**config.mk**
```make
export PLATFORM = sky130hd
export DESIGN_NAME = binhex_ascii_rle_decoder
export DESIGN_NICKNAME = d
export VERILOG_FILES = /design/src/rtl/core/bhrle_pkg.sv /design/src/rtl/core/bhrle_in_stage.sv /design/src/rtl/core/bhrle_core.sv /design/src/rtl/core/bhrle_out_queue.sv /design/src/rtl/core/binhex_ascii_rle_decoder.sv
export SDC_FILE = /design/constraint.sdc
export NUM_CORES = 1
export LEC_CHECK = 0
export BUFFER_PORTS_ARGS = -buffer_cell sky130_fd_sc_hd__buf_2
export CAP_MARGIN = 10
export CORE_ASPECT_RATIO = 0.75
export CORE_UTILIZATION = 60
export CTS_CLUSTER_SIZE = 8
export DETAILED_ROUTE_END_ITERATION = 6
export GPL_TIMING_DRIVEN = 0
export PLACE_DENSITY = 0.78
export SLEW_MARGIN = 10
export SYNTH_ARGS = -nofsm -noshare
export SYNTH_HDL_FRONTEND = slang
export SYNTH_SLANG_ARGS = --single-unit
```
**constraint.sdc**
```tcl
create_clock -name clk -period 6.8 [get_ports clk]
set_input_delay 0.68 -clock clk [delete_from_list [all_inputs] [get_ports clk]]
set_output_delay 0.68 -clock clk [all_outputs]
set_load 0.03 [all_outputs]
```
**src/rtl/core/bhrle_pkg.sv**
```systemverilog
// shared types, constants, the symbol lookup and the run-length step of the binhex text decoder
package bhrle_pkg;

	// run-length marker byte
	localparam logic [7:0] RLE_MARKER = 8'h90;
	// repeat count of a literal byte or a literal marker
	localparam logic [7:0] ONE_COUNT = 8'd1;

	localparam int ALPHA_SIZE  = 64;
	localparam int SYM_W       = 6;
	localparam int MAX_RESULTS = 3;
	localparam int ACCUM_W     = 18;

	// 64-symbol alphabet, symbol value is the index
	localparam logic [7:0] SYM_ALPHABET [ALPHA_SIZE] = '{
		8'h21, 8'h22, 8'h23, 8'h24, 8'h25, 8'h26, 8'h27, 8'h28,
		8'h29, 8'h2a, 8'h2b, 8'h2c, 8'h2d, 8'h30, 8'h31, 8'h32,
		8'h33, 8'h34, 8'h35, 8'h36, 8'h38, 8'h39, 8'h40, 8'h41,
		8'h42, 8'h43, 8'h44, 8'h45, 8'h46, 8'h47, 8'h48, 8'h49,
		8'h4a, 8'h4b, 8'h4c, 8'h4d, 8'h4e, 8'h50, 8'h51, 8'h52,
		8'h53, 8'h54, 8'h55, 8'h56, 8'h58, 8'h59, 8'h5a, 8'h5b,
		8'h60, 8'h61, 8'h62, 8'h63, 8'h64, 8'h65, 8'h66, 8'h68,
		8'h69, 8'h6a, 8'h6b, 8'h6c, 8'h6d, 8'h70, 8'h71, 8'h72
	};

	// decoded input word held in the input register
	typedef struct packed {
		logic             sym_ok;
		logic [SYM_W-1:0] sym;
		logic             is_end;
	} in_word_t;

	// one result word
	typedef struct packed {
		logic [7:0] data_byte;
		logic [7:0] repeat_count;
		logic       last_of_item;
		logic       end_of_stream;
	} result_t;

	// load request from the decode core into the output queue
	typedef struct packed {
		logic                          valid;
		logic [1:0]                    n;
		result_t [MAX_RESULTS-1:0]     slots;
	} q_load_t;

	// one step of the run-length decoder
	typedef struct packed {
		logic       emit;
		logic [7:0] data_byte;
		logic [7:0] repeat_count;
		logic       marker_pending;
		logic [7:0] previous_byte;
	} rle_out_t;

	// alphabet lookup: {hit, symbol}
	function automatic logic [SYM_W:0] sym_lookup(input logic [7:0] ch);
		logic [SYM_W:0] r;
		r = '0;
		for (int i = 0; i < ALPHA_SIZE; i++) begin
			if (SYM_ALPHABET[i] == ch) begin
				r = {1'b1, SYM_W'(i)};
			end
		end
		return r;
	endfunction

	// feed one byte through the run-length decoder
	function automatic rle_out_t rle_feed(input logic [7:0] b, input logic mp,
			input logic [7:0] prev);
		rle_out_t o;
		o.emit           = 1'b0;
		o.data_byte      = b;
		o.repeat_count   = ONE_COUNT;
		o.marker_pending = mp;
		o.previous_byte  = prev;
		if (mp) begin
			o.marker_pending = 1'b0;
			if (b == 8'd0) begin
				o.emit          = 1'b1;
				o.data_byte     = RLE_MARKER;
				o.previous_byte = RLE_MARKER;
			end else if (b > 8'd1) begin
				o.emit         = 1'b1;
				o.data_byte    = prev;
				o.repeat_count = 8'(b - 8'd1);
			end
		end else if (b == RLE_MARKER) begin
			o.marker_pending = 1'b1;
		end else begin
			o.emit          = 1'b1;
			o.previous_byte = b;
		end
		return o;
	endfunction

endpackage

```
**src/rtl/core/bhrle_in_stage.sv**
```systemverilog
// input register: alphabet lookup and end detection of each text character
module bhrle_in_stage import bhrle_pkg::*; (
	input  logic     clk,
	input  logic     arst_n,
	input  logic     s_tvalid,
	output logic     s_tready,
	input  logic [7:0] s_tdata,   // [7:0] text_char
	input  logic     s_tlast,     // is_end
	input  logic     advance,
	output logic     word_valid_s1,
	output in_word_t word_s1
);

	logic [SYM_W:0] hit;
	logic           accept;

	assign hit      = sym_lookup(s_tdata);
	assign s_tready = !word_valid_s1 || advance;
	assign accept   = s_tvalid && s_tready;

	// valid flag of the input register
	always_ff @(posedge clk or negedge arst_n) begin
		if (!arst_n) begin
			word_valid_s1 <= 1'b0;
		end else if (accept) begin
			word_valid_s1 <= 1'b1;
		end else if (advance) begin
			word_valid_s1 <= 1'b0;
		end
	end

	// decoded character, zero character also ends the stream
	always_ff @(posedge clk) begin
		if (accept) begin
			word_s1.sym_ok <= hit[SYM_W];
			word_s1.sym    <= hit[SYM_W-1:0];
			word_s1.is_end <= s_tlast || (s_tdata == 8'd0);
		end
	end

endmodule

```
**src/rtl/core/bhrle_core.sv**
```systemverilog
// symbol grouping, byte split and run-length decode of one input word
module bhrle_core import bhrle_pkg::*; (
	input  logic     clk,
	input  logic     arst_n,
	input  logic     word_valid_s1,
	input  in_word_t word_s1,
	input  logic     can_load,
	output logic     advance,
	output q_load_t  ld
);

	logic [ACCUM_W-1:0] accum_q;
	logic [1:0]         cnt_q;
	logic [7:0]         prev_q;
	logic               mp_q;

	logic [7:0]         fb [MAX_RESULTS];
	logic [1:0]         nb;
	rle_out_t           st [MAX_RESULTS];
	logic               mp_chain [MAX_RESULTS+1];
	logic [7:0]         prev_chain [MAX_RESULTS+1];
	result_t [MAX_RESULTS-1:0] res;
	logic [1:0]         n;

	// bytes that leave the symbol group for this word
	always_comb begin
		fb[0] = accum_q[ACCUM_W-1 -: 8];
		fb[1] = accum_q[ACCUM_W-9 -: 8];
		fb[2] = {accum_q[1:0], word_s1.sym};
		nb    = 2'd0;
		if (word_s1.is_end) begin
			if (cnt_q == 2'd3) begin
				fb[0] = accum_q[17:10];
				fb[1] = accum_q[9:2];
				nb    = 2'd2;
			end else if (cnt_q == 2'd2) begin
				fb[0] = accum_q[11:4];
				nb    = 2'd1;
			end
		end else if (word_s1.sym_ok && cnt_q == 2'd3) begin
			fb[0] = accum_q[17:10];
			fb[1] = accum_q[9:2];
			nb    = 2'd3;
		end
	end

	// run-length chain and packing of the emitted results
	always_comb begin
		mp_chain[0]   = mp_q;
		prev_chain[0] = prev_q;
		res           = '0;
		n             = 2'd0;
		for (int i = 0; i < MAX_RESULTS; i++) begin
			st[i] = rle_feed(fb[i], mp_chain[i], prev_chain[i]);
			if (2'(i) < nb) begin
				mp_chain[i+1]   = st[i].marker_pending;
				prev_chain[i+1] = st[i].previous_byte;
				if (st[i].emit) begin
					res[n].data_byte    = st[i].data_byte;
					res[n].repeat_count = st[i].repeat_count;
					n = n + 2'd1;
				end
			end else begin
				mp_chain[i+1]   = mp_chain[i];
				prev_chain[i+1] = prev_chain[i];
			end
		end
		// bare end marker when the flush gives nothing
		if (word_s1.is_end && n == 2'd0) begin
			n = 2'd1;
		end
		for (int j = 0; j < MAX_RESULTS; j++) begin
			if (2'(j) + 2'd1 == n) begin
				res[j].last_of_item  = 1'b1;
				res[j].end_of_stream = word_s1.is_end;
			end
		end
	end

	assign advance  = word_valid_s1 && (n == 2'd0 || can_load);
	assign ld.valid = advance && (n != 2'd0);
	assign ld.n     = n;
	assign ld.slots = res;

	// decoder state
	always_ff @(posedge clk or negedge arst_n) begin
		if (!arst_n) begin
			accum_q <= '0;
			cnt_q   <= 2'd0;
			prev_q  <= 8'd0;
			mp_q    <= 1'b0;
		end else if (advance) begin
			if (word_s1.is_end) begin
				accum_q <= '0;
				cnt_q   <= 2'd0;
				prev_q  <= 8'd0;
				mp_q    <= 1'b0;
			end else if (word_s1.sym_ok) begin
				if (cnt_q != 2'd3) begin
					accum_q <= {accum_q[ACCUM_W-SYM_W-1:0], word_s1.sym};
					cnt_q   <= cnt_q + 2'd1;
				end else begin
					accum_q <= '0;
					cnt_q   <= 2'd0;
					prev_q  <= prev_chain[MAX_RESULTS];
					mp_q    <= mp_chain[MAX_RESULTS];
				end
			end
		end
	end

	// an end word leaves the decoder in its reset state
	a_end_clears: assert property (@(posedge clk) disable iff (!arst_n)
		(advance && word_s1.is_end) |=>
		(accum_q == '0 && cnt_q == 2'd0 && prev_q == 8'd0 && !mp_q))
		else $error("decoder state not cleared after end word");

	// an end word always yields at least one result
	a_end_has_result: assert property (@(posedge clk) disable iff (!arst_n)
		(advance && word_s1.is_end) |-> ld.valid)
		else $error("end word produced no result");

endmodule

```
**src/rtl/core/bhrle_out_queue.sv**
```systemverilog
// three-slot result buffer that drains one word per cycle while m_tready is high
module bhrle_out_queue import bhrle_pkg::*; (
	input  logic     clk,
	input  logic     arst_n,
	input  q_load_t  ld,
	output logic     can_load,
	output logic     m_tvalid,
	input  logic     m_tready,
	output logic [15:0] m_tdata,  // [7:0] data_byte, [15:8] repeat_count
	output logic     m_tlast,     // last_of_item
	output logic     m_tuser      // end_of_stream
);

	result_t [MAX_RESULTS-1:0] slots_q;
	logic [1:0]                cnt_q;
	logic                      pop;

	assign m_tvalid = (cnt_q != 2'd0);
	assign pop      = m_tvalid && m_tready;
	assign can_load = (cnt_q == 2'd0) || (cnt_q == 2'd1 && m_tready);
	assign m_tdata  = {slots_q[0].repeat_count, slots_q[0].data_byte};
	assign m_tlast  = slots_q[0].last_of_item;
	assign m_tuser  = slots_q[0].end_of_stream;

	// fill count
	always_ff @(posedge clk or negedge arst_n) begin
		if (!arst_n) begin
			cnt_q <= 2'd0;
		end else if (ld.valid) begin
			cnt_q <= ld.n;
		end else if (pop) begin
			cnt_q <= cnt_q - 2'd1;
		end
	end

	// slot payload, head is slot zero
	always_ff @(posedge clk) begin
		if (ld.valid) begin
			slots_q <= ld.slots;
		end else if (pop) begin
			slots_q[0] <= slots_q[1];
			slots_q[1] <= slots_q[2];
		end
	end

	// a new batch only lands in an empty or emptying buffer
	a_load_room: assert property (@(posedge clk) disable iff (!arst_n)
		ld.valid |-> can_load)
		else $error("result batch loaded over pending results");

	// end of stream is always the last word of its item
	a_eos_last: assert property (@(posedge clk) disable iff (!arst_n)
		(m_tvalid && m_tuser) |-> m_tlast)
		else $error("end of stream word not marked last");

	// only the final word of a batch carries the last flag
	a_last_at_tail: assert property (@(posedge clk) disable iff (!arst_n)
		(m_tvalid && m_tlast) |-> (cnt_q == 2'd1))
		else $error("last flag seen before the end of a batch");

endmodule

```
**src/rtl/core/binhex_ascii_rle_decoder.sv**
```systemverilog
// top level of the binhex 4.0 text decoder with run-length expansion
//
// Takes one text character per word and returns decoded bytes, each with a
// repeat count, one result word per cycle while m_tready is high. A character
// is accepted every cycle as long as the results of earlier characters drain;
// a character whose group gives k results (k up to three) holds the output
// side until all k have left, as the three-slot result buffer empties through
// the single output port. A character passes the input register and the decode
// logic into the result buffer before its first result. An end word (tlast, or
// a zero character) flushes the pending symbols and always returns at least
// one word, the last marked in tuser; a bare end gives byte 0 with count 0.
module binhex_ascii_rle_decoder import bhrle_pkg::*; (
	input  logic        clk,
	input  logic        arst_n,
	input  logic        s_tvalid,
	output logic        s_tready,
	input  logic [7:0]  s_tdata,   // [7:0] text_char
	input  logic        s_tlast,   // is_end
	output logic        m_tvalid,
	input  logic        m_tready,
	output logic [15:0] m_tdata,   // [7:0] data_byte, [15:8] repeat_count
	output logic        m_tlast,   // last_of_item
	output logic        m_tuser    // end_of_stream
);

	logic     word_valid_s1;
	in_word_t word_s1;
	logic     advance;
	logic     can_load;
	q_load_t  ld;

	// character lookup register
	bhrle_in_stage u_in (
		.clk           (clk),
		.arst_n        (arst_n),
		.s_tvalid      (s_tvalid),
		.s_tready      (s_tready),
		.s_tdata       (s_tdata),
		.s_tlast       (s_tlast),
		.advance       (advance),
		.word_valid_s1 (word_valid_s1),
		.word_s1       (word_s1)
	);

	// grouping and run-length decode
	bhrle_core u_core (
		.clk           (clk),
		.arst_n        (arst_n),
		.word_valid_s1 (word_valid_s1),
		.word_s1       (word_s1),
		.can_load      (can_load),
		.advance       (advance),
		.ld            (ld)
	);

	// result buffer
	bhrle_out_queue u_out (
		.clk      (clk),
		.arst_n   (arst_n),
		.ld       (ld),
		.can_load (can_load),
		.m_tvalid (m_tvalid),
		.m_tready (m_tready),
		.m_tdata  (m_tdata),
		.m_tlast  (m_tlast),
		.m_tuser  (m_tuser)
	);

endmodule

```
=== Word-level counts from Yosys, hierarchy flattened ===
Index checks and enable logic that the tools add are counted.

* Output and inout port bits: 20
* Logic and storage cells: 304
* Bits in registers: 94
* Input bits: 13

* $lt $le $gt $ge: 10
* Reduce and logical (&&, ||, !) cells: 34
* Equality and inequality tests: 75
* Muxes and demuxes: 152
* Add/subtract/negate cells: 7

{| class="wikitable"
|+ Operator list
! operator !! count
|-
| equality test 7 x 8 -> 1 bit, first input constant || 42
|-
| bitwise mux 54 bit || 4
|-
| two-way mux 54 bit || 4
|-
| two-way mux 6 bit || 31
|-
| equality test 6 x 8 -> 1 bit, first input constant || 22
|-
| demux 18 bit (select 2 bit) || 4
|-
| two-way mux 8 bit || 17
|-
| two-way mux 16 bit || 6
|-
| two-way mux 18 bit || 5
|-
| two-way mux 5 bit || 16
|-
| two-way mux 36 bit || 2
|-
| OR reduction 63 bit || 1
|-
| two-way mux 9 bit || 6
|-
| two-way mux 17 bit || 3
|-
| two-way mux 2 bit || 18
|-
| zero test 8 bit || 4
|-
| two-way mux 4 bit || 8
|-
| OR reduction 32 bit || 1
|-
| equality test 8 bit, second input constant || 3
|-
| greater-than comparator 8 x 1 -> 1 bit, second input constant || 3
|-
| subtractor 8 x 1 -> 8 bit, second input constant || 3
|-
| two-way mux 1 bit || 21
|-
| two-way mux 10 bit || 2
|-
| OR reduction 16 bit || 1
|-
| other kinds (23) || 51
|}

=== Longest topological paths before layout ===
Gate-level depths: netlist (run 1).

* Depth in word-level cells: 64
* Mapped depth: 25
* Depth with buffers taken out: 22

=== Hierarchy ===
A second synthesis (run 1) with hierarchy kept.

* Cells, all modules: 768
* Area total of the unflattened synthesis: 7126.8 sq um

{| class="wikitable"
|+ Modules (own cells, without submodules)
! module !! seq. area each (sq um) !! area an instance (sq um) !! cells an instance !! instances
|-
| bhrle_core || 725.7 || 3568.4 || 481 || 1
|-
| bhrle_out_queue || 1671.6 || 2333.5 || 129 || 1
|-
| bhrle_in_stage || 265.3 || 1224.9 || 158 || 1
|}

=== Worst setup path before layout (run 1) ===
Ideal clock, no wire load.

* Path kind: reg-to-reg
* From: register u_core.cnt_q[0]
* To: register u_out.slots_q (netlist bit u_out.m_tdata[0]) (enable)
* Buffers on the path: 3
* Setup slack: 1.066 ns
* Arrival time: 5.338 ns
* Cell stages (with the launch flop): 22
* Clock period less this slack: 5.734 ns
* Library setup time: 0.396 ns
* Path through: dfrtp_1 -> ha_1 -> buf_6 -> nand3b_1 -> clkbuf_1 -> mux2i_1 -> ha_1 -> nor2b_1 -> nand4_1 -> o21ai_0 -> or3_1 -> clkbuf_1 -> inv_1 -> ha_1 -> a32o_1 -> ha_1 -> nand2b_1 -> nor2_1 -> a311oi_1 -> nand2_1 -> inv_2 -> or2_1

* Longest elaborated chain between the ends: 24
* Elaborated cells between the ends (all ways): 44
* Classes of those cells: 2 x add/sub; 4 x order compare; 3 x eq/ne; 25 x mux; 10 x reduce/logical

{| class="wikitable"
|+ Ends and longest elaborated chain
! element !! RTL line !! source
|-
| start, declared || bhrle_core.sv:13 || <nowiki>logic [1:0] cnt_q;</nowiki>
|-
| start signal, assigned || bhrle_core.sv:101 || <nowiki>cnt_q <= cnt_q + 2'd1;</nowiki>
|-
| equality test 2 bit || bhrle_core.sv:36 || <nowiki>end else if (cnt_q == 2'd2) begin</nowiki>
|-
| two-way mux 8 bit || bhrle_core.sv:36 ||
|-
| two-way mux 8 bit || bhrle_core.sv:32 || <nowiki>if (cnt_q == 2'd3) begin</nowiki>
|-
| two-way mux 16 bit || bhrle_core.sv:31 || <nowiki>if (word_s1.is_end) begin</nowiki>
|-
| greater-than comparator 8 x 1 -> 1 bit || bhrle_pkg.sv:84 || <nowiki>end else if (b > 8'd1) begin</nowiki>
|-
| two-way mux 17 bit || bhrle_pkg.sv:84 ||
|-
| two-way mux 9 bit || bhrle_pkg.sv:80 || <nowiki>if (b == 8'd0) begin</nowiki>
|-
| two-way mux 1 bit || bhrle_pkg.sv:78 || <nowiki>if (mp) begin</nowiki>
|-
| [... 8 more ...] || - ||
|-
| zero test 2 bit || bhrle_core.sv:69 || <nowiki>if (word_s1.is_end && n == 2'd0) begin</nowiki>
|-
| logical AND 1 bit || bhrle_core.sv:69 ||
|-
| two-way mux 2 bit (*) || bhrle_core.sv:69 ||
|-
| zero test 2 bit || bhrle_core.sv:80 || <nowiki>assign advance = word_valid_s1 && (n == 2'd0 || can_load);</nowiki>
|-
| logical OR 1 bit || bhrle_core.sv:80 ||
|-
| logical AND 1 bit || bhrle_core.sv:80 ||
|-
| logical AND 1 bit (*) || bhrle_core.sv:81 || <nowiki>assign ld.valid = advance && (n != 2'd0);</nowiki>
|-
| nonzero test 2 bit (no source line) (*) || - ||
|-
| end signal, assigned || bhrle_out_queue.sv:39 || <nowiki>slots_q <= ld.slots;</nowiki>
|-
| end, declared || bhrle_out_queue.sv:14 || <nowiki>result_t [MAX_RESULTS-1:0] slots_q;</nowiki>
|}

Every way passes the cells marked *; elsewhere a longest branch is shown, timed or not.
A chain may end at the register's enable or synchronous reset.

==> results of run 1 <==
repair_timing:
item,in CTS,in global routing
endpoints found under the setup margin,39,91
buffers inserted,0,2
resized for setup,2,6
endpoints found under the hold margin,0,0
pin swaps,0,1
worst max-delay path by stage:
| stage | slack [ns] | end | start |
|---|---|---|---|
| 2_1_floorplan | 1.07 | u_out.m_tdata[0] | u_core.cnt_q[0] |
| 3_3_place_gp | -0.52 | u_out.m_tdata[9] | u_core.cnt_q[0] |
| 3_5_place_dp | -0.11 | u_out.m_tdata[5] | u_core.cnt_q[0] |
| 4_1_cts | 0.11 | u_out.slots_q[28] | u_core.cnt_q[0] |
| 5_1_grt | 0.04 | u_out.slots_q[28] | u_core.cnt_q[0] |
| 6_report | 0.33 | u_out.slots_q[28] | u_core.cnt_q[0] |
cell families after synthesis:
family / after synthesis
AO/OA/AOI/OAI: 295
XOR/XNOR: 21
adder cells (fa/ha/maj): 14
buffers and inverters: 98
flip-flops: 94
multiplexers: 13
AND/OR/NAND/NOR: 338
area by class of cell:
class / count / area, sq um
buffer: 76 / 388
clock buffer: 9 / 225
clock inverter: 7 / 63.8
fill: 936 / 3720
inverter: 22 / 82.6
multi-input combinational: 681 / 4220
sequential: 94 / 2660
tap: 162 / 203
timing repair buffer: 34 / 175
metal layers:
metal  up-vias  global-route usage, %  wire length (um)
li1       3348                      -                 -
met1      3646                   57.6             10000
met2       584                   58.9             10500
met3        84                   10.5              3490
met4         0                   14.1               792
met5         -                      0                 0
synth_stat cells (all sizes together) (8+ instances only):
cell type,instances
ha,14
and2,8
nor3,24
nor2,84
o2bb2ai,9
edfxtp,62
a211oi,16
o21a,11
dfrtp,32
nand3,16
xor2,15
a22o,9
clkbuf,48
nand2b,12
o211ai,10
nor4,10
o21ai,73
a221oi,10
nand2,118
a21oi,49
buf,28
o31ai,16
inv,21
a21o,10
nand4,12
nor2b,14
o22ai,11
or2,9
through the flow:
stage          area, sq um  setup WS [ns]  setup TNS (ns)  util [%]  total power, mW
2_1_floorplan         7330           1.07               0         -             2.25
4_1_cts               7990          0.109               0      68.0             3.35
3_3_place_gp          7680         -0.517          -18.91      65.4             2.81
3_5_place_dp          7690         -0.107           -3.80      65.5             2.84
5_1_grt               8020         0.0428               0      68.3             3.58
6_report              8020          0.330               0      68.3             3.46
power groups by stage:
| stage | clock (mW) | combinational [mW] | sequential, mW |
|---|---|---|---|
| after floorplan | 0 | 1.32 | 0.934 |
| after global placement | 0 | 1.84 | 0.965 |
| after detailed placement | 0 | 1.87 | 0.975 |
| after CTS | 0.500 | 1.88 | 0.963 |
| after global routing | 0.516 | 2.08 | 0.986 |
| final | 0.507 | 1.98 | 0.973 |
state kept, by name, indices dropped and copies added, names as in the netlist:
register	count
u_in.word_s1	8
u_out.m_tuser	1
u_out.m_tlast	1
u_core.accum_q	18
u_core.mp_q	1
u_out.cnt_q	2
u_in.word_valid_s1	1
u_out.m_tdata	16
u_out.slots_q	36
u_core.cnt_q	2
u_core.prev_q	8
cells in the final DEF (no fill, tap or decap), drive strengths merged, types with 6 or more instances in the layout:
cell type / instances
nand2: 118
nor2: 84
o21ai: 73
edfxtp: 62
buf: 62
clkbuf: 57
a21oi: 49
dfrtp: 32
nor3: 24
inv: 24
nand3: 16
a211oi: 16
o31ai: 16
xor2: 15
nor2b: 14
ha: 14
nand4: 12
nand2b: 12
o21a: 11
o22ai: 11
a21o: 10
a221oi: 10
o211ai: 10
nor4: 10
a22o: 9
o2bb2ai: 9
or2: 9
and2: 8
and3: 7
mux2i: 7
a311oi: 6
a211o: 6
mux2: 6
xnor2: 6
==> results.toml, run 1 <==
[outcome]
status = "complete, no violations"

[power_and_ir_drop]
seqPwrFrac_pct = 28.2
clkPwrFrac_pct = 14.7
p_per_area_nw_per_um2 = 431
p_sw_mw = 1.75
p_leak_nw = 3.11
p_int_mw = 1.71
ir_drop_mv = 0.275
combPwrFrac_pct = 57.2
power.share.switching_pct = 50.5

[critical_path]
path_depth = 23
end_kind = "flop"
path_class = "reg -> reg"
reg2reg_from = "u_core.cnt_q[0]"
critPathLaunchType = "flop"
ff2ff_path_depth = 23
critical_path.max_stage_delay_ns = 0.41
reg2reg_to = "u_out.slots_q[28]"
required_ns = 6.91
path_buf_inv = 6
rrSetupSlack_ns = 0.33
crit_arrival_ns = 6.58
crit_chain = "ha_1, buf_6, nand3b_1, clkbuf_2, mux2i_2, ha_1, nor2b_1, nand4_1, o21ai_1, or3_1, clkbuf_1, inv_1, ha_1, a32o_1, ha_1, nand2b_1, nor2_1, a311oi_1, nand2_1, inv_2, buf_4, o211ai_1, o21a_1"
path_delay_family = "simple AND/OR/NAND/NOR gates"
crit_path_top_delay_cell = "dfrtp_1"
path_max_fanout = 27
cpMostUsedCell = "ha_1"

[die]
core.rowCount = 34
start_util_pct = 62.4
dieArea_sq_um = 12700
die-height_um = 97.7
ios = 33
coreArea_sq_um = 11700
fp.dieW_um = 130

[drt]
drt_iter0_markers = 1305
drt_first_pass_iters = 6
routedWlPerCell_um = 22.9
avgViaCountPerCell = 7.06
drtAntennaViolNets = 0
totalWireLength_um = 24800
drc = 0
vias = 7662

[yosys]
ys_seq_area_share_pct = 36.3
ys_async_sr_fraction_pct = 34.0
synth_flop_cell = "edfxtp_1"
synth_top_family_by_area = "compound AO/OA/AOI/OAI gates"
synth-edff-count = 62
synthMuxAreaShare_pct = 1.88
synthXorXnorAreaFrac_pct = 2.51
synth_compound_area_share_pct = 28.1
synth_area_sq_um = 7330
synth_area_leaders = "edfxtp_1, dfrtp_1, nand2_1, o21ai_0, nor2_1"
synth_area_per_cell_sq_um = 8.39
synthCells = 873
synthesis.nets = 900
synth.largest_area_cell = "edfxtp_1"
ys_seq_elements = 94
yosysWarnings = 0
yosys.area_share.adder_pct = 2.39
synth-simple-area-share_pct = 22.4
synth.distinct_cells = 78
yosys.area.top_type_share_pct = 25.4

[global_routing]
grt_pass1_vias = 7057
grt_pass1_wl_um = 39100
grtUsageTotal_pct = 40.4
grt_remaining_overflow = 0
antenna_found_initial = 0
grt_max_degree = 38

[cts]
cts_tree = "done"
cts_buffers = 9
clk_latency_ns = 0.36
root_buffer = "clkbuf_16"
cts_buffer_depth = 2
clkTransAtPathRegs_ns = 0.07
ctsHoldBuffers = 0
cts.sinks = 94
cts.htree.levels = 3

[timing]
clock_skew_ns = 0.0124
finalCritPeriodShare_pct = 95.1
setup_viol = 0
worstMarginPinSlew_ns = 0.914
slew_headroom_pct = 38.8
fin_hold_ws_ns = 0.395
fin_crit_ns = 6.47
fmax_ghz = 0.155
finalHoldViolCount = 0
slew_violations = 0
rsz0062_at_grt = "false"

[place]
port_buffers = 31
gp_routability_congestion = 1.07
place_inst = 1067
hpwl_um = 18600

[cells_and_area]
drive_gt1_share_pct = 11.8
fin_nets = 945
fin_cells = 1085
diodes = 0
syn_to_final_growth_pct = 9.44

[worst_hold_path]
worstHoldPathType = "in -> async"

[run]
maxCapViolations = 0
Power figures use the tool's default switching activity.
==> run 2: changes to the inputs <==
CTS_BUF_LIST = sky130_fd_sc_hd__clkbuf_4 sky130_fd_sc_hd__clkbuf_8   (was not set)
TNS_END_PERCENT = 100   (was not set)
==> results.toml, run 2 (synthesis results as in run 1) <==
[outcome]
status = "finished, violations left"
violations = "DRC"

[cts]
cts_tree = "done"
clk_latency_ns = 0.39
cts.sinks = 94
ctsHoldBuffers = 0
root_buffer = "clkbuf_8"
cts.htree.levels = 3
cts_buffer_depth = 2
cts_buffers = 9
clkTransAtPathRegs_ns = 0.10

[global_routing]
grtUsageTotal_pct = 40.5
grt_remaining_overflow = 0
grt_pass1_vias = 7091
antenna_found_initial = 0
grt_max_degree = 38
grt_pass1_wl_um = 39000

[cells_and_area]
drive_gt1_share_pct = 11.9
regMostFlops = "u_out.slots_q"
layout_common_cells = "nand2_1, nor2_1, o21ai_0, edfxtp_1, a21oi_1"
fin_nets = 946
syn_to_final_growth_pct = 8.22
nFillCells = 944
final_common_cell = "nand2_1"
diodes = 0
largest_reg_flops = 36

[power_and_ir_drop]
power.share.switching_pct = 51.9
p_per_area_nw_per_um2 = 419
p_int_mw = 1.60
ir_drop_mv = 0.254
p_sw_mw = 1.72
p_leak_nw = 3.07
fin_total_pwr_mw = 3.32
clkPwrFrac_pct = 11.2
combPwrFrac_pct = 59.5
seqPwrFrac_pct = 29.3

[drt]
drt_iter0_markers = 1366
drtAntennaViolNets = 0
totalWireLength_um = 24800
drc = 2
routedWlPerCell_um = 22.8
avgViaCountPerCell = 7.08
drt_first_pass_iters = 7
vias = 7689

[timing]
slew_headroom_pct = 38.1
fin_hold_ws_ns = 0.360
worstMarginPinSlew_ns = 0.924
finalCritPeriodShare_pct = 96.2
clock_skew_ns = 0.0117
setup_viol = 0
fmax_ghz = 0.153
fin_crit_ns = 6.54
finalHoldViolCount = 0
slew_violations = 0

[critical_path]
cpMostUsedCell = "ha_1"
reg2reg_from = "u_core.cnt_q[0]"
path_delay_family = "simple AND/OR/NAND/NOR gates"
path_class = "reg -> reg"
crit_chain = "ha_1, buf_6, nand3b_1, clkbuf_2, mux2i_2, ha_1, nor2b_1, nand4_1, o21ai_0, or3_1, clkbuf_1, inv_1, ha_1, a32o_1, ha_1, nand2b_1, nor2_1, a311oi_1, nand2_1, inv_2, or2_4"
reg2reg_to = "u_out.m_tdata[5]"
ff2ff_path_depth = 21
rrSetupSlack_ns = 0.26
path_buf_inv = 5
critical_path.max_stage_delay_ns = 0.51
path_max_fanout = 37
critPathLaunchType = "flop"
crit_arrival_ns = 6.58
required_ns = 6.84
end_kind = "flop"
crit_path_top_delay_cell = "or2_4"

[die]
coreArea_sq_um = 11700
ios = 33
fp.dieW_um = 130
core.rowCount = 34
dieArea_sq_um = 12700
die-height_um = 97.7
start_util_pct = 62.4

[worst_hold_path]
worstHoldPathType = "in -> async"

[place]
hpwl_um = 18600
gp_routability_congestion = 1.07
port_buffers = 31

[run]
maxCapViolations = 0
## run 2: cell types whose count changed in the layout (fill, tap and decap cells not counted), sizes merged
cell,previous run,this run
buf,62,63
## run 2: layer usage
| layer | global-route usage [%] | vias to the layer above | routed length [um] |
|---|---|---|---|
| li1 | - | 3350 | - |
| met1 | 58.1 | 3632 | 10000 |
| met2 | 58.5 | 607 | 10400 |
| met3 | 10.8 | 100 | 3480 |
| met4 | 13.6 | 0 | 914 |
| met5 | 0 | - | 0 |
## run 2: worst reg2reg max path, stage by stage (launching register included)
cell,delay [ns]
dfrtp_1,0.43
ha_1,0.23
buf_6,0.15
nand3b_1,0.29
clkbuf_2,0.29
mux2i_2,0.34
ha_1,0.30
nor2b_1,0.30
nand4_1,0.31
o21ai_0,0.31
or3_1,0.19
clkbuf_1,0.24
inv_1,0.18
ha_1,0.34
a32o_1,0.29
ha_1,0.33
nand2b_1,0.16
nor2_1,0.07
a311oi_1,0.26
nand2_1,0.33
inv_2,0.31
or2_4,0.51
## run 2: final cells by class
cell class              instances  area (sq um)  share of cell area, %
multi-input cells             681          4220                   53.2
flip-flops and latches         94          2660                   33.6
inverters                      22          82.6                   1.04
clock inverters                 7          63.8                  0.805
plain buffers                  76           392                   4.94
repair buffers                 35           183                   2.30
well taps                     162           203                   2.56
clock buffers                   9           124                   1.56
## run 2: stage by stage
stage          std cells  worst slack, ns  setup TNS, ns  cell area, sq um  utilization (%)
6_report            1086            0.260              0              7930             67.5
5_1_grt             1086          -0.0194         -0.374              7930             67.5
4_1_cts             1083            0.110              0              7890             67.2
3_5_place_dp        1067           -0.107          -3.80              7690             65.5
3_3_place_gp        1066           -0.517         -18.91              7680             65.4
2_1_floorplan        873             1.07              0              7330                -
## run 2: timing repair
item | CTS | global route
setup endpoints to repair | 39 | 91
pin swaps | 0 | 1
gates resized for setup | 2 | 6
hold endpoints to repair | 0 | 0
buffers inserted | 0 | 3
## run 2: power by group through the flow
stage	sequential [mW]	combinational, mW	clock, mW
6_report	0.972	1.98	0.373
4_1_cts	0.961	1.88	0.369
3_3_place_gp	0.965	1.84	0
3_5_place_dp	0.975	1.87	0
5_1_grt	0.984	2.09	0.388
2_1_floorplan	0.934	1.32	0
## run 2: worst max path at each step
stage / from / end / slack (ns) / cells past startpoint
2_1_floorplan: u_core.cnt_q[0] / u_out.m_tdata[0] / 1.07 / 21
4_1_cts: u_core.cnt_q[0] / u_out.slots_q[28] / 0.11 / 23
3_3_place_gp: u_core.cnt_q[0] / u_out.m_tdata[9] / -0.52 / 21
6_report: u_core.cnt_q[0] / u_out.m_tdata[5] / 0.26 / 21
5_1_grt: u_core.cnt_q[0] / u_out.slots_q[33] / -0.02 / 21
3_5_place_dp: u_core.cnt_q[0] / u_out.m_tdata[5] / -0.11 / 21
==> run 3: changes to the inputs <==
ABC_AREA = 1   (was not set)
CORE_UTILIZATION = 30   (was 60)
PLACE_DENSITY = not set   (was 0.78)
SYNTH_HIERARCHICAL = 1   (was not set)
==> results.toml, run 3 <==
[drt]
drc = 13
wl_met1_um = 12200
totalWireLength_um = 24600
drt_iter0_markers = 939
avgViaCountPerCell = 5.15
wl_met3_um = 2670
routed-wl-met2_um = 9490
highest_layer = "met4"
vias = 7617
drtAntennaViolNets = 0
drt_first_pass_iters = 7
routedWlPerCell_um = 16.6

[cts]
cts_tree = "done"
ctsHoldBuffers = 0
root_buffer = "clkbuf_8"
postCtsSetupBuffers = 0
clkTransAtPathRegs_ns = 0.10
clk_latency_ns = 0.38
post_cts_resized = 0
cts_buffers = 9
cts.sinks = 94
cts.htree.levels = 3
cts_buffer_depth = 2

[outcome]
status = "finished, violations left"
violations = "DRC"

[cells_and_area]
fin_util_pct = 34.1
regMostFlops = "u_out/slots_q"
layout_common_cells = "nand2_1, nor2_1, inv_1, edfxtp_1, o21ai_0"
nFillCells = 2679
fin_nets = 1167
diodes = 0
largest_reg_flops = 36
drive_gt1_share_pct = 11.3
design_area_sq_um = 8260
syn_to_final_growth_pct = 10.8
final_common_cell = "nand2_1"

[timing]
slew_headroom_pct = 47.8
slew_violations = 0
clock_skew_ns = 0.0143
fmax_ghz = 0.164
worstMarginPinSlew_ns = 0.784
finalCritPeriodShare_pct = 89.5
setup_viol = 0
fin_ws_ns = 0.716
fin_crit_ns = 6.08
rsz0062_at_grt = "false"
setup_tns_ns = 0
finalHoldViolCount = 0

[critical_path]
required_ns = 6.87
critPathLaunchType = "flop"
path_class = "reg -> reg"
crit_path_top_delay_cell = "dfrtp_1"
path_max_fanout = 36
end_kind = "flop"
crit_arrival_ns = 6.16
cpMostUsedCell = "ha_1"
critical_path.max_stage_delay_ns = 0.43

[place]
place_area_sq_um = 8060
hpwl_um = 19700
port_buffers = 32
pre_cts_ws_ns = 0.346
gp_routability_congestion = 0.981

[die]
start_util_pct = 30.8
coreArea_sq_um = 24200
ios = 33
core.rowCount = 49
fp.dieW_um = 184
dieArea_sq_um = 25500
die-height_um = 139

[power_and_ir_drop]
seqPwrFrac_pct = 30.4
ir_drop_mv = 0.144
clkPwrFrac_pct = 11.3
p_leak_nw = 3.87
p_int_mw = 1.70
combPwrFrac_pct = 58.3
p_per_area_nw_per_um2 = 428
power.share.switching_pct = 51.8
p_sw_mw = 1.83

[global_routing]
grt_remaining_overflow = 0
grt_pass1_vias = 6897
grt_pass1_wl_um = 38700
grt_max_degree = 37
grtUsageTotal_pct = 19.7
antenna_found_initial = 0

[yosys]
synthCells = 1098
synth_commonest_cells = "nand2_1, nor2_1, inv_1"
ys_seq_elements = 94
synth_area_sq_um = 7460
synth_area_leaders = "edfxtp_1, nand2_1, dfrtp_1, nor2_1, inv_1"
synth_flop_cell = "edfxtp_1"
synth.distinct_cells = 49
yosys.area.top_type_share_pct = 25.0
yosysWarnings = 6
synth.largest_area_cell = "edfxtp_1"
synth-edff-count = 62
synthesis.nets = 1123
ys_async_sr_fraction_pct = 34.0
synth_area_per_cell_sq_um = 6.79
yosysMostFrequentCell = "nand2_1"
ys_seq_area_share_pct = 35.7

[worst_hold_path]
worstHoldPathType = "in -> async"

[run]
maxCapViolations = 0
[run 3: cell count changes in the layout (fill, tap and decap cells not counted), sizes merged, moves of 10 or more]
cell	delta
nand2	+252
o31ai	-13
a21oi	-15
a21o	-10
nand2b	-12
nor2b	-14
inv	+100
a211oi	-11
nor2	+91
o21ai	-15
o21a	-10
nand3	+28
nand4	+37
clkbuf	-35
[run 3: path summary, 6_finish.rpt]
check,from,to,slack [ns],depth (start not counted)
setup reg to reg,u_core/cnt_q[0],u_out/slots_q[28],0.72,29
hold / removal,arst_n,u_core/accum_q[12],0.36,1
setup / recovery,u_core/cnt_q[0],u_out/slots_q[28],0.72,29
min in group clk,u_core/accum_q[15],u_core/accum_q[15],0.48,2
max in group asynchronous,arst_n,u_core/accum_q[11],5.93,1
hold reg to reg,u_core/accum_q[15],u_core/accum_q[15],0.48,2
[run 3: kinds of logic after synthesis]
logic type               Yosys count  share of synthesized area [%]
AND/OR/NAND/NOR                  668                           39.6
AO/OA/AOI/OAI                    138                           10.7
adder cells (fa/ha/maj)           12                           2.01
buffers and inverters            174                           10.5
XOR/XNOR                          12                           1.41
flip-flops                        94                           35.7
[run 3: layer usage]
| metal | up-vias | track usage, % |
|---|---|---|
| li1 | 3683 | - |
| met1 | 3566 | 31.1 |
| met2 | 352 | 26.1 |
| met3 | 16 | 5.65 |
| met4 | 0 | 3.38 |
| met5 | - | 0 |
[run 3: metrics by stage]
stage | hold WS, ns | total power [mW] | cells
after floorplan | 0.384 | 2.47 | 1098
after global placement | 0.455 | 3.07 | 1461
after detailed placement | 0.460 | 3.08 | 1462
after CTS | 0.394 | 3.49 | 1478
after global routing | 0.436 | 3.79 | 1478
final | 0.362 | 3.53 | 1478
[run 3: power by group through the flow]
stage                     combinational (mW)  clock [mW]  sequential [mW]
after floorplan                         1.42           0             1.05
after global placement                  1.98           0             1.09
after detailed placement                2.00           0             1.08
after CTS                               2.01       0.408             1.07
after global routing                    2.26       0.430             1.10
final                                   2.06       0.399             1.08
[run 3: area by class of cell]
| cell class | instances | area [sq um] | area share [%] |
|---|---|---|---|
| clock buffers | 10 | 131 | 1.59 |
| inverters | 124 | 472 | 5.71 |
| flip-flops and latches | 94 | 2660 | 32.2 |
| plain buffers | 50 | 319 | 3.86 |
| repair buffers | 33 | 180 | 2.18 |
| clock inverters | 6 | 71.3 | 0.863 |
| multi-input cells | 830 | 4010 | 48.6 |
| well taps | 331 | 414 | 5.01 |
[run 3: critical path: cells and delay by family (launching register included)]
family          cells  cell delay, ns
compound gates      4            0.83
fa+ha+maj           4            1.23
buf+inv             7            1.15
flops               1            0.43
simple gates       14            2.07
